===== src/rtl/wlrr_pkg.sv =====
`timescale 1ns / 1ps

package wlrr_pkg;

    // Record geometry
    localparam int REC_WORDS = 8;
    localparam int WORD_W    = 16;
    localparam int SLOT_FW   = 5;

    // Request codes
    localparam logic [1:0] REQ_READ  = 2'd0;
    localparam logic [1:0] REQ_WRITE = 2'd1;
    localparam logic [1:0] REQ_CLEAR = 2'd2;

    typedef logic [REC_WORDS-1:0][WORD_W-1:0] t_rec;

    typedef struct packed {
        logic [1:0]        req_type;
        logic [WORD_W-1:0] in_word_0;
        logic [WORD_W-1:0] in_word_1;
        logic [WORD_W-1:0] in_word_2;
        logic [WORD_W-1:0] in_word_3;
        logic [WORD_W-1:0] in_word_4;
        logic [WORD_W-1:0] in_word_5;
        logic [WORD_W-1:0] in_word_6;
        logic [WORD_W-1:0] in_word_7;
    } t_req;

    typedef struct packed {
        logic [WORD_W-1:0]  out_word_0;
        logic [WORD_W-1:0]  out_word_1;
        logic [WORD_W-1:0]  out_word_2;
        logic [WORD_W-1:0]  out_word_3;
        logic [WORD_W-1:0]  out_word_4;
        logic [WORD_W-1:0]  out_word_5;
        logic [WORD_W-1:0]  out_word_6;
        logic [WORD_W-1:0]  out_word_7;
        logic               record_valid;
        logic [SLOT_FW-1:0] slot_used;
    } t_rsp;

    // Write enables towards the slot store
    typedef struct packed {
        logic rec_we;
        logic idx_we;
    } t_store_wen;

    typedef enum logic {
        ALU_INC,
        ALU_SUB
    } t_alu_op;

    typedef enum logic [3:0] {
        ST_CLEAR,
        ST_IDLE,
        ST_SCAN0,
        ST_SCAN1,
        ST_SCAN,
        ST_RD_ADDR,
        ST_RD_DATA,
        ST_SUM,
        ST_WR,
        ST_FINISH
    } t_state;

endpackage


===== src/rtl/wlrr_alu.sv =====
`timescale 1ns / 1ps

module wlrr_alu import wlrr_pkg::*; (
    input  t_alu_op           i_op,
    input  logic [WORD_W-1:0] i_a,
    input  logic [WORD_W-1:0] i_b,
    output logic [WORD_W-1:0] o_y
);

    // Shared 16-bit adder: counter increment or checksum subtract
    always_comb begin
        case (i_op)
            ALU_INC: o_y = i_a + 1'b1;
            ALU_SUB: o_y = i_a - i_b;
            default: o_y = i_a;
        endcase
    end

endmodule


===== config.mk =====
export PLATFORM = sky130hd
export DESIGN_NAME = wlrr_alu
export DESIGN_NICKNAME = d
export VERILOG_FILES = /design/src/rtl/wlrr_pkg.sv /design/src/rtl/wlrr_alu.sv
export SDC_FILE = /design/constraint.sdc
export NUM_CORES = 1
export LEC_CHECK = 0
export BUFFER_PORTS_ARGS = -buffer_cell sky130_fd_sc_hd__buf_2
export CORE_AREA = 10 10 99 57
export DETAILED_ROUTE_END_ITERATION = 16
export DIE_AREA = 0 0 109 67
export PLACE_DENSITY = 0.49
export SLEW_MARGIN = 10
export SYNTH_ARGS = -nofsm -noshare
export SYNTH_HDL_FRONTEND = slang
export SYNTH_SLANG_ARGS = --single-unit

===== constraint.sdc =====
create_clock -name vclk -period 3.49
set_input_delay 0.698 -clock vclk [all_inputs]
set_output_delay 0.698 -clock vclk [all_outputs]
set_load 0.01 [all_outputs]

## Yosys cells after proc, flatten, opt, wreduce, memory -nomap -nowiden

Index checks and enable logic that the tools add are counted.

- Output and inout port bits: 16
- Flip-flop bits (word level): 0

- Bitwise gates (word level): 1
- Add/subtract/negate cells: 2
- Muxes and demuxes: 1

Operators by type and width:

| cell | number |
|---|---|
| $pmux 16 s2 | 1 |
| $add 16x1->16 const B | 1 |
| $sub 16x16->16 | 1 |
| $not 1->1 | 1 |

## Logic depth before layout (Yosys ltp)

Gate-level depths: netlist of the first run.

- Depth in word-level cells: 2
- Depth in mapped cells: 9
- Gate-level depth less buffers: 9

## Worst setup path after synthesis of the first run

Ideal clock, no wire load.

- Kind: input-to-output
- Start point: in i_op
- End point: out o_y[15]
- Data arrival time: 2.314 ns
- Required time: 2.792 ns
- Cell stages on the path: 8
- Setup slack: 0.478 ns
- Cell sequence: clkbuf_1 nor2b_1 ha_1 buf_2 and4_2 a211oi_1 o221ai_2 xnor2_1

- Word-level cells in the longest chain between the ends: 2

Ends and longest elaborated chain:

| element | line | text |
|---|---|---|
| from (decl) | wlrr_alu.sv:4 | `input t_alu_op i_op,` |
| $not 1->1 | wlrr_alu.sv:12 | `case (i_op)` |
| $pmux 16 s2 * | wlrr_alu.sv:12 |  |
| to (decl) | wlrr_alu.sv:7 | `output logic [WORD_W-1:0] o_y` |

Mark *: on every way between the ends. The rest lies on a longest branch, timed or not.

## Worst setup path after layout of the first run

- Start point: in i_op
- End point: out o_y[14]

The elaborated chain is that of the path after synthesis.

==> results of run 1 <==
[worst max-delay path, stage by stage]
cell and delay (ns):
sky130_fd_sc_hd__buf_2 0.12, sky130_fd_sc_hd__buf_4 0.17, sky130_fd_sc_hd__nor2b_1 0.14, sky130_fd_sc_hd__ha_1 0.38, sky130_fd_sc_hd__and3_2 0.22, sky130_fd_sc_hd__a221oi_2 0.34
sky130_fd_sc_hd__o221ai_2 0.14, sky130_fd_sc_hd__a21oi_2 0.16, sky130_fd_sc_hd__xnor2_1 0.12, sky130_fd_sc_hd__buf_2 0.15
[layout make-up]
class / count / area [um^2]
fill: 433 / 2580
inverter: 5 / 18.8
timing repair buffer: 54 / 283
multi-input combinational: 119 / 918
tap: 54 / 67.6
[layer usage]
metal / track usage (%) / wire length (um) / vias to the layer above
li1: - / - / 579
met1: 9.55 / 1320 / 496
met2: 14.4 / 1460 / 31
met3: 1.54 / 270 / 0
met4: 0 / 0 / 0
met5: 0 / 0 / -
[logic make-up (layout without fill, tap and decap cells)]
family          Yosys count  after routing  synth area share (%)
buf+inv                  10             59                  4.46
simple gates             45             45                  27.3
compound gates           44             44                  33.7
fa+ha+maj                16             16                  21.8
xor+xnor                 14             14                  12.8
[Yosys cell counts, types with 3 or more instances]
master                     count  area (um^2)
sky130_fd_sc_hd__o21ai_0       7         35.0
sky130_fd_sc_hd__xor2_1        6         52.6
sky130_fd_sc_hd__a21oi_1      15         75.1
sky130_fd_sc_hd__nor2_1        4         15.0
sky130_fd_sc_hd__a21o_1        3         22.5
sky130_fd_sc_hd__nand2_1       8         30.0
sky130_fd_sc_hd__a211oi_1      3         22.5
sky130_fd_sc_hd__nor2b_1      14         87.6
sky130_fd_sc_hd__ha_1         15          188
sky130_fd_sc_hd__nand4_1       3         18.8
sky130_fd_sc_hd__nand3_1       3         15.0
sky130_fd_sc_hd__xnor2_1       8         70.1
sky130_fd_sc_hd__inv_1         5         18.8
sky130_fd_sc_hd__buf_2         4         20.0
[worst paths after layout]
kind,startpoint,endpoint,slack (ns),cells past startpoint
setup / recovery,i_op,o_y[14],0.15,10
hold / removal,i_a[15],o_y[15],1.80,4
[through the flow]
step           std cells  utilization, %  setup WS [ns]  hold WS [ns]  area [um^2]
2_1_floorplan        129               -          0.478          1.59          955
3_3_place_gp         232            33.2          0.176          1.79         1280
3_5_place_dp         232            33.2          0.147          1.80         1280
4_1_cts              232            33.2          0.140          1.80         1280
5_1_grt              232            33.3         0.0300          1.86         1290
6_report             232            33.3          0.153          1.80         1290
[power by group through the flow]
stage               registers [mW]  clock network, mW  logic [mW]
global placement                 0                  0       0.244
CTS                              0                  0       0.245
global route                     0                  0       0.269
finish                           0                  0       0.241
floorplan                        0                  0       0.156
detailed placement               0                  0       0.244
==> results.py, run 1 <==
metrics = {
    "worst_hold_path": {
        "hold_path_class": "in2out",
    },
    "status": {
        "run_status": "complete, no violations",
    },
    "final_layout": {
        "final_cell_mix": "sky130_fd_sc_hd__buf_2, sky130_fd_sc_hd__a21oi_1, sky130_fd_sc_hd__ha_1, sky130_fd_sc_hd__nor2b_1",
        "antenna-diode-count": 0,
        "flow.area_growth_from_synthesis_pct": 34.9,
        "post_route_cells_drive_above_1_share_pct": 39.3,
        "layout_nets": 229,
        "layout.area.seq_um2": 0,
        "final_common_cell": "sky130_fd_sc_hd__buf_2",
        "sequential_cell_total": 0,
        "n_clock_buffer": 0,
    },
    "routing": {
        "initialDrtViolationCount": 41,
        "remaining_drc_errors": 0,
        "number_of_nets_with_antenna_violations_after_detailed_routing": 0,
        "vias_per_cell": 4.77,
        "total_number_of_vias": 1106,
        "detail_route.first_pass.iterations": 4,
        "totalWireLength_mm": 3.06,
        "routedWlPerCell_um": 13.2,
    },
    "critical_path": {
        "crit_path_start_kind": "input port",
        "arrival_ns": 2.64,
        "timing.critical_path.to_type": "output pin",
        "worst-path-max-fanout": 12,
        "crit_required_ns": 2.79,
        "start_to_end_type_of_the_worst_setup_path": "in2out",
    },
    "sta": {
        "setup_viol_count_final": 0,
        "fin_tns_setup_ns": 0,
        "finalHoldViolCount": 0,
        "slew_viol_final": 0,
        "tightestPinTransition_ns": 0.366,
        "timing.final.crit_period_ns": 3.34,
        "final_min_period_over_clock_period_pct": 95.6,
        "rsz0062_at_grt": "false",
        "clock.fmax_ghz": 0.300,
        "max-slew-margin-rel_pct": 75.3,
    },
    "power": {
        "power_frac_seq_pct": 0,
        "total_switching_power_mw": 0.129,
        "power.static_leakage_nw": 0.632,
        "worst_ir_drop_vdd_uv": 41.3,
        "sw_frac_of_total_pct": 53.4,
        "power.combinational.fraction_pct": 100.0,
        "power.clock.fraction_pct": 0,
        "total_power_mw": 0.241,
        "cell_internal_pwr_mw": 0.112,
        "power_density_nw_per_um2": 187,
    },
    "placed_design": {
        "dp_hpwl_mm": 2.71,
        "global_placer_s_final_weighted_congestion": 0.808,
        "number_of_i_o_port_buffers": 49,
    },
    "global_routing": {
        "antenna_found_initial": 0,
        "overflow": 0,
        "grtUsageTotal_pct": 7.75,
        "pin_count_of_the_biggest_net_entering_global_routing": 13,
        "first_pass_grt_wire_length_mm": 4.89,
        "grt_pass1_vias": 1067,
    },
    "clock_network": {
        "post_cts_buffers": 0,
        "cts_hold_buffers": 0,
        "postCtsResizedCells": 0,
    },
    "floorplan": {
        "placement_rows": 16,
        "die-height_um": 67,
        "ioPinCount": 49,
        "floorplan.core_area_um2": 3860,
        "die_w_um": 109,
        "floorplan.initialDensity_pct": 24.7,
        "floorplan.die_area_um2": 7300,
    },
    "logic_synthesis": {
        "synth.yosys.warnings": 0,
        "synth_cells": 129,
        "syn_area_um2": 955,
        "synth_cell_type_count": 40,
        "synthesis.nets": 178,
        "synth.avg_cell_area_um2": 7.40,
        "synth-seq-area-share_pct": 0,
    },
    "run": {
        "max_cap_viols": 0,
    },
}
(Power assumes the default switching activity.)
==> run 2, diff against run 1 <==
--- a/config.mk
+++ b/config.mk
@@ -5,11 +5,12 @@
 export SDC_FILE = /design/constraint.sdc
 export NUM_CORES = 1
 export LEC_CHECK = 0
+export ABC_AREA = 1
 export BUFFER_PORTS_ARGS = -buffer_cell sky130_fd_sc_hd__buf_2
-export CORE_AREA = 10 10 99 57
+export CORE_AREA = 10 10 65 93
 export DETAILED_ROUTE_END_ITERATION = 16
-export DIE_AREA = 0 0 109 67
-export PLACE_DENSITY = 0.49
+export DIE_AREA = 0 0 75 103
+export PLACE_DENSITY = 0.48
 export SLEW_MARGIN = 10
 export SYNTH_ARGS = -nofsm -noshare
 export SYNTH_HDL_FRONTEND = slang
==> run 2 against run 1 <==
Net effect:
- synthesized cell count grew 53%
- final cell count grew 27%
- first-iteration DRC count grew 15%
- fmax grew 12%
- global-route usage grew 0.65 points
==> results.py, run 2 <==
metrics = {
    "critical_path": {
        "crit_required_ns": 2.79,
        "timing.critical_path.to_type": "output pin",
        "worst_path_largest_cell_delay_ns": 0.36,
        "arrival_ns": 2.27,
        "start_to_end_type_of_the_worst_setup_path": "in2out",
        "crit_path_start_kind": "input port",
        "critical_path.cell_chain": "buf_2 > inv_2 > buf_4 > nor2_1 > ha_1 > nand2_2 > inv_1 > nand2_1 > nand2_1 > a21oi_1 > nand2_1 > nand2_1 > nand2_1 > buf_2",
        "worst-path-max-fanout": 13,
        "critical-path-slowest-cell": "sky130_fd_sc_hd__ha_1",
        "critical_path.most_common_cell": "sky130_fd_sc_hd__nand2_1",
    },
    "floorplan": {
        "floorplan.die_area_um2": 7730,
        "die_w_um": 75,
        "die-height_um": 103,
        "ioPinCount": 49,
        "placement_rows": 30,
        "floorplan.initialDensity_pct": 23.6,
        "floorplan.core_area_um2": 4470,
    },
    "worst_hold_path": {
        "min_to": "o_y[1]",
        "worstHoldStart": "i_a[1]",
        "hold_path_class": "in2out",
        "min_delay_path_depth": 3,
    },
    "sta": {
        "max-slew-margin-rel_pct": 86.1,
        "final_critical_path_setup_slack_ns": 0.520,
        "finalHoldViolCount": 0,
        "hold_ws_ns": 1.79,
        "fin_tns_setup_ns": 0,
        "clock.fmax_ghz": 0.337,
        "timing.final.crit_period_ns": 2.97,
        "rsz0062_at_grt": "false",
        "setup_viol_count_final": 0,
        "tightestPinTransition_ns": 0.208,
        "final_min_period_over_clock_period_pct": 85.1,
        "slew_viol_final": 0,
    },
    "final_layout": {
        "post_route_cells_drive_above_1_share_pct": 31.2,
        "n_clock_buffer": 0,
        "flow.area_growth_from_synthesis_pct": 29.3,
        "design_area_um2": 1370,
        "antenna-diode-count": 0,
        "layout_nets": 298,
        "final_cell_mix": "sky130_fd_sc_hd__nand2_1, sky130_fd_sc_hd__buf_2, sky130_fd_sc_hd__inv_1, sky130_fd_sc_hd__nor2_1, sky130_fd_sc_hd__ha_1",
        "final_common_cell": "sky130_fd_sc_hd__nand2_1",
        "sequential_cell_total": 0,
        "post_layout_nonfiller_instances": 295,
        "layout.area.seq_um2": 0,
    },
    "global_routing": {
        "global_route.peak_usage_layer": "met2",
        "pin_count_of_the_biggest_net_entering_global_routing": 14,
        "first_pass_grt_wire_length_mm": 5.37,
        "overflow": 0,
        "antenna_found_initial": 0,
        "grtUsageTotal_pct": 8.39,
        "met3_usage_pct": 2.89,
        "grtUsageMet2_pct": 16.0,
        "groute.layer.met1.usage_pct": 9.04,
        "grt_pass1_vias": 1289,
    },
    "routing": {
        "number_of_nets_with_antenna_violations_after_detailed_routing": 0,
        "vias_per_cell": 4.22,
        "routedWlPerCell_um": 11.0,
        "total_number_of_vias": 1246,
        "initialDrtViolationCount": 47,
        "totalWireLength_mm": 3.25,
        "remaining_drc_errors": 0,
        "detail_route.first_pass.iterations": 4,
    },
    "logic_synthesis": {
        "syn_area_um2": 1060,
        "synth-seq-area-share_pct": 0,
        "yosysMostFrequentCell": "sky130_fd_sc_hd__nand2_1",
        "synth_top_family_by_area": "simple AND/OR/NAND/NOR gates",
        "synth.yosys.warnings": 0,
        "post_synth_mux_area_share_pct": 0,
        "yosys.area_share.xor_xnor_pct": 8.41,
        "synth_cells": 198,
        "synth_area_leaders": "sky130_fd_sc_hd__nand2_1, sky130_fd_sc_hd__ha_1, sky130_fd_sc_hd__inv_1, sky130_fd_sc_hd__nor2_1, sky130_fd_sc_hd__xor2_1",
        "yosys.area.top_type": "sky130_fd_sc_hd__nand2_1",
        "synthesis.nets": 247,
        "share_of_synthesized_cell_area_in_full_adder_half_adder_and_majority_cells_pct": 19.7,
        "yosysTopAreaCellShare_pct": 25.9,
        "synth_compound_gate_area_share_pct": 3.79,
        "synth_cell_type_count": 23,
        "synth-simple-area-share_pct": 53.6,
        "synth.avg_cell_area_um2": 5.33,
        "synth_common_cells": "sky130_fd_sc_hd__nand2_1, sky130_fd_sc_hd__inv_1, sky130_fd_sc_hd__nor2_1, sky130_fd_sc_hd__ha_1",
    },
    "power": {
        "worst_ir_drop_vdd_uv": 66.0,
        "power.combinational.fraction_pct": 100.0,
        "power.clock.fraction_pct": 0,
        "sw_frac_of_total_pct": 58.6,
        "power_frac_seq_pct": 0,
        "power_density_nw_per_um2": 169,
        "power.static_leakage_nw": 0.903,
        "cell_internal_pwr_mw": 0.0958,
        "total_switching_power_mw": 0.135,
    },
    "placed_design": {
        "global_placer_s_final_weighted_congestion": 0.836,
        "detailedPlace.worstSlack_ns": 0.482,
        "dp_hpwl_mm": 2.96,
        "placed_area_um2": 1370,
        "number_of_i_o_port_buffers": 49,
        "placed_cells_incl_taps": 295,
    },
    "run": {
        "max_cap_viols": 0,
    },
    "clock_network": {
        "cts_hold_buffers": 0,
        "post_cts_buffers": 0,
        "postCtsResizedCells": 0,
    },
    "status": {
        "run_status": "complete, no violations",
    },
}
[run 2: changes by cell type in the layout (fill, tap and decap cells not counted), moves of 7 or more]
cell / delta
sky130_fd_sc_hd__o21ai_0: -7
sky130_fd_sc_hd__nand2_2: +8
sky130_fd_sc_hd__inv_1: +27
sky130_fd_sc_hd__nand2_1: +65
sky130_fd_sc_hd__inv_2: +8
sky130_fd_sc_hd__xnor2_1: -7
sky130_fd_sc_hd__a21oi_1: -7
sky130_fd_sc_hd__nor2_1: +19
sky130_fd_sc_hd__nor2b_1: -14
[run 2: final cells by class]
| cell class | instances | area [um^2] |
|---|---|---|
| fill | 537 | 3100 |
| multi-input combinational | 157 | 902 |
| timing repair buffer | 50 | 253 |
| inverter | 40 | 150 |
| tap | 48 | 60.1 |
[run 2: logic make-up after synthesis]
kind of cell | after synthesis
buf+inv | 41
simple gates | 125
compound gates | 8
fa+ha+maj | 16
xor+xnor | 8
[run 2: worst max-delay path by stage]
| stage | slack (ns) | end | start | cells after the start |
|---|---|---|---|---|
| floorplan | 0.74 | o_y[15] | i_op | 11 |
| global placement | 0.48 | o_y[13] | i_op | 14 |
| detailed placement | 0.48 | o_y[13] | i_op | 14 |
| CTS | 0.47 | o_y[15] | i_op | 14 |
| global route | 0.30 | o_y[9] | i_op | 14 |
| finish | 0.52 | o_y[13] | i_op | 14 |
[run 2: stage by stage]
stage	utilization (%)	power (mW)
5_1_grt	30.6	0.265
6_report	30.6	0.231
2_1_floorplan	-	0.154
3_3_place_gp	30.6	0.238
3_5_place_dp	30.6	0.237
4_1_cts	30.6	0.239
[run 2: power by group through the flow]
stage	clock network [mW]	logic [mW]	registers (mW)
final	0	0.231	0
after global routing	0	0.265	0
after CTS	0	0.239	0
after detailed placement	0	0.237	0
after global placement	0	0.238	0
after floorplan	0	0.154	0
[run 2: worst max-delay path, delay by kind of cell]
kind / cells / cell delay (ns)
AO/OA/AOI/OAI: 1 / 0.15
adder cells (fa/ha/maj): 1 / 0.36
buffers and inverters: 5 / 0.54
AND/OR/NAND/NOR: 7 / 0.52
[run 2: per-layer routing]
metal	vias to the layer above	part of all wire, %
met4	0	0
li1	701	-
met1	509	41
met2	36	49
met5	-	0
met3	0	10
==> run 3, diff against run 2 <==
==> constraint.sdc (replaced) <==
create_clock -name vclk -period 2.9
set_input_delay 0.58 -clock vclk [all_inputs]
set_output_delay 0.58 -clock vclk [all_outputs]
set_load 0.01 [all_outputs]
==> run 3 against run 2 <==
Net effect:
- non-clock buffer count did not move
- routed wire length down 1.6%
- final area up 1.2%
- hold slack worse by 0.23 ns
- largest power group unchanged
- count of clock-buffer cells in the layout unchanged
==> results.py, run 3 (same netlist as run 2, synthesis figures left out) <==
metrics = {
    "power": {
        "power_density_nw_per_um2": 204,
        "sw_frac_of_total_pct": 58.2,
        "power.clock.fraction_pct": 0,
        "power.combinational.fraction_pct": 100.0,
        "power.static_leakage_nw": 0.908,
        "cell_internal_pwr_mw": 0.118,
        "power_frac_seq_pct": 0,
        "total_switching_power_mw": 0.164,
        "worst_ir_drop_vdd_uv": 78.1,
    },
    "floorplan": {
        "ioPinCount": 49,
        "floorplan.core_area_um2": 4470,
        "floorplan.die_area_um2": 7730,
        "floorplan.initialDensity_pct": 23.6,
        "die-height_um": 103,
        "die_w_um": 75,
        "placement_rows": 30,
    },
    "worst_hold_path": {
        "min_to": "o_y[1]",
        "min_delay_path_depth": 3,
        "hold_path_class": "in2out",
        "worstHoldStart": "i_a[1]",
    },
    "sta": {
        "slew_viol_final": 0,
        "setup_viol_count_final": 0,
        "fin_tns_setup_ns": 0,
        "clock.fmax_ghz": 0.367,
        "tightestPinTransition_ns": 0.212,
        "final_min_period_over_clock_period_pct": 93.9,
        "final_critical_path_setup_slack_ns": 0.177,
        "max-slew-margin-rel_pct": 85.9,
        "rsz0062_at_grt": "false",
        "timing.final.crit_period_ns": 2.72,
        "finalHoldViolCount": 0,
    },
    "final_layout": {
        "n_clock_buffer": 0,
        "final_common_cell": "sky130_fd_sc_hd__nand2_1",
        "layout.area.seq_um2": 0,
        "layout_nets": 298,
        "design_area_um2": 1380,
        "sequential_cell_total": 0,
        "n_fill_cell": 549,
        "post_layout_nonfiller_instances": 295,
        "post_route_cells_drive_above_1_share_pct": 31.6,
        "flow.area_growth_from_synthesis_pct": 30.8,
        "antenna-diode-count": 0,
        "final_cell_mix": "sky130_fd_sc_hd__nand2_1, sky130_fd_sc_hd__buf_2, sky130_fd_sc_hd__inv_1, sky130_fd_sc_hd__nor2_1, sky130_fd_sc_hd__ha_1",
    },
    "global_routing": {
        "groute.layer.met1.usage_pct": 9.54,
        "overflow": 0,
        "met3_usage_pct": 1.73,
        "global_route.peak_usage_layer": "met2",
        "antenna_found_initial": 0,
        "grtUsageMet2_pct": 16.2,
        "grt_pass1_vias": 1291,
        "first_pass_grt_wire_length_mm": 5.45,
        "grtUsageTotal_pct": 8.39,
        "pin_count_of_the_biggest_net_entering_global_routing": 16,
    },
    "placed_design": {
        "global_placer_s_final_weighted_congestion": 0.828,
        "detailedPlace.worstSlack_ns": 0.148,
        "placed_area_um2": 1380,
        "dp_hpwl_mm": 2.93,
        "placed_cells_incl_taps": 295,
        "number_of_i_o_port_buffers": 49,
    },
    "critical_path": {
        "critical_path.cell_chain": "buf_2 > inv_2 > or2_2 > ha_1 > inv_2 > fa_1 > nand2_1 > nand2_1 > and2_4 > nand2_1 > nand2_1 > xor2_1 > buf_2",
        "arrival_ns": 2.14,
        "critical-path-slowest-cell": "sky130_fd_sc_hd__or2_2",
        "worst_path_largest_cell_delay_ns": 0.26,
        "crit_path_start_kind": "input port",
        "start_to_end_type_of_the_worst_setup_path": "in2out",
        "timing.critical_path.to_type": "output pin",
        "crit_required_ns": 2.32,
        "worst-path-max-fanout": 3,
        "critical_path.most_common_cell": "sky130_fd_sc_hd__nand2_1",
    },
    "routing": {
        "total_number_of_vias": 1247,
        "remaining_drc_errors": 0,
        "detail_route.first_pass.iterations": 4,
        "number_of_nets_with_antenna_violations_after_detailed_routing": 0,
        "routedWlPerCell_um": 10.8,
        "totalWireLength_mm": 3.20,
        "vias_per_cell": 4.23,
        "initialDrtViolationCount": 36,
    },
    "status": {
        "run_status": "complete, no violations",
    },
    "clock_network": {
        "post_cts_buffers": 0,
        "postCtsResizedCells": 0,
        "cts_hold_buffers": 0,
    },
    "run": {
        "max_cap_viols": 0,
    },
}
-- run 3: cell counts in the layout (fill, tap and decap cells not counted) --
Identical to the previous run, type by type.
-- run 3: metal layers --
metal | vias to the layer above | wire [um]
met3 | 0 | 260
met5 | - | 0
li1 | 697 | -
met2 | 36 | 1550
met1 | 514 | 1390
met4 | 0 | 0
-- run 3: cell type report --
cell class                      count  area [um^2]  share of cell area (%)
Multi-Input combinational cell    157          906                    65.6
Timing Repair Buffer               50          265                    19.2
Inverter                           40          150                    10.9
Tap cell                           48         60.1                    4.35
-- run 3: worst max-delay path: cells and delay by family --
family	cells	cell delay [ns]
XOR/XNOR	1	0.13
adder cells (fa/ha/maj)	2	0.38
AND/OR/NAND/NOR	6	0.72
buffers and inverters	4	0.32
-- run 3: worst max path at each step --
stage,from,end,slack (ns),cells after the start
after global placement,i_op,o_y[14],0.17,15
after global routing,i_op,o_y[14],0.03,15
final,i_op,o_y[8],0.18,13
after detailed placement,i_op,o_y[8],0.15,13
after floorplan,i_op,o_y[15],0.39,11
after CTS,i_op,o_y[8],0.15,13
-- run 3: through the flow --
stage          util, %  total power, mW  hold WS, ns
3_5_place_dp      30.8            0.288         1.55
4_1_cts           30.8            0.291         1.57
5_1_grt           30.9            0.324         1.59
6_report          30.9            0.282         1.57
3_3_place_gp      30.8            0.289         1.57
2_1_floorplan        -            0.185         1.34
-- run 3: power groups by stage --
stage / Sequential [mW] / Clock, mW / Combinational [mW]
2_1_floorplan: 0 / 0 / 0.185
3_3_place_gp: 0 / 0 / 0.289
3_5_place_dp: 0 / 0 / 0.288
4_1_cts: 0 / 0 / 0.291
5_1_grt: 0 / 0 / 0.324
6_report: 0 / 0 / 0.282
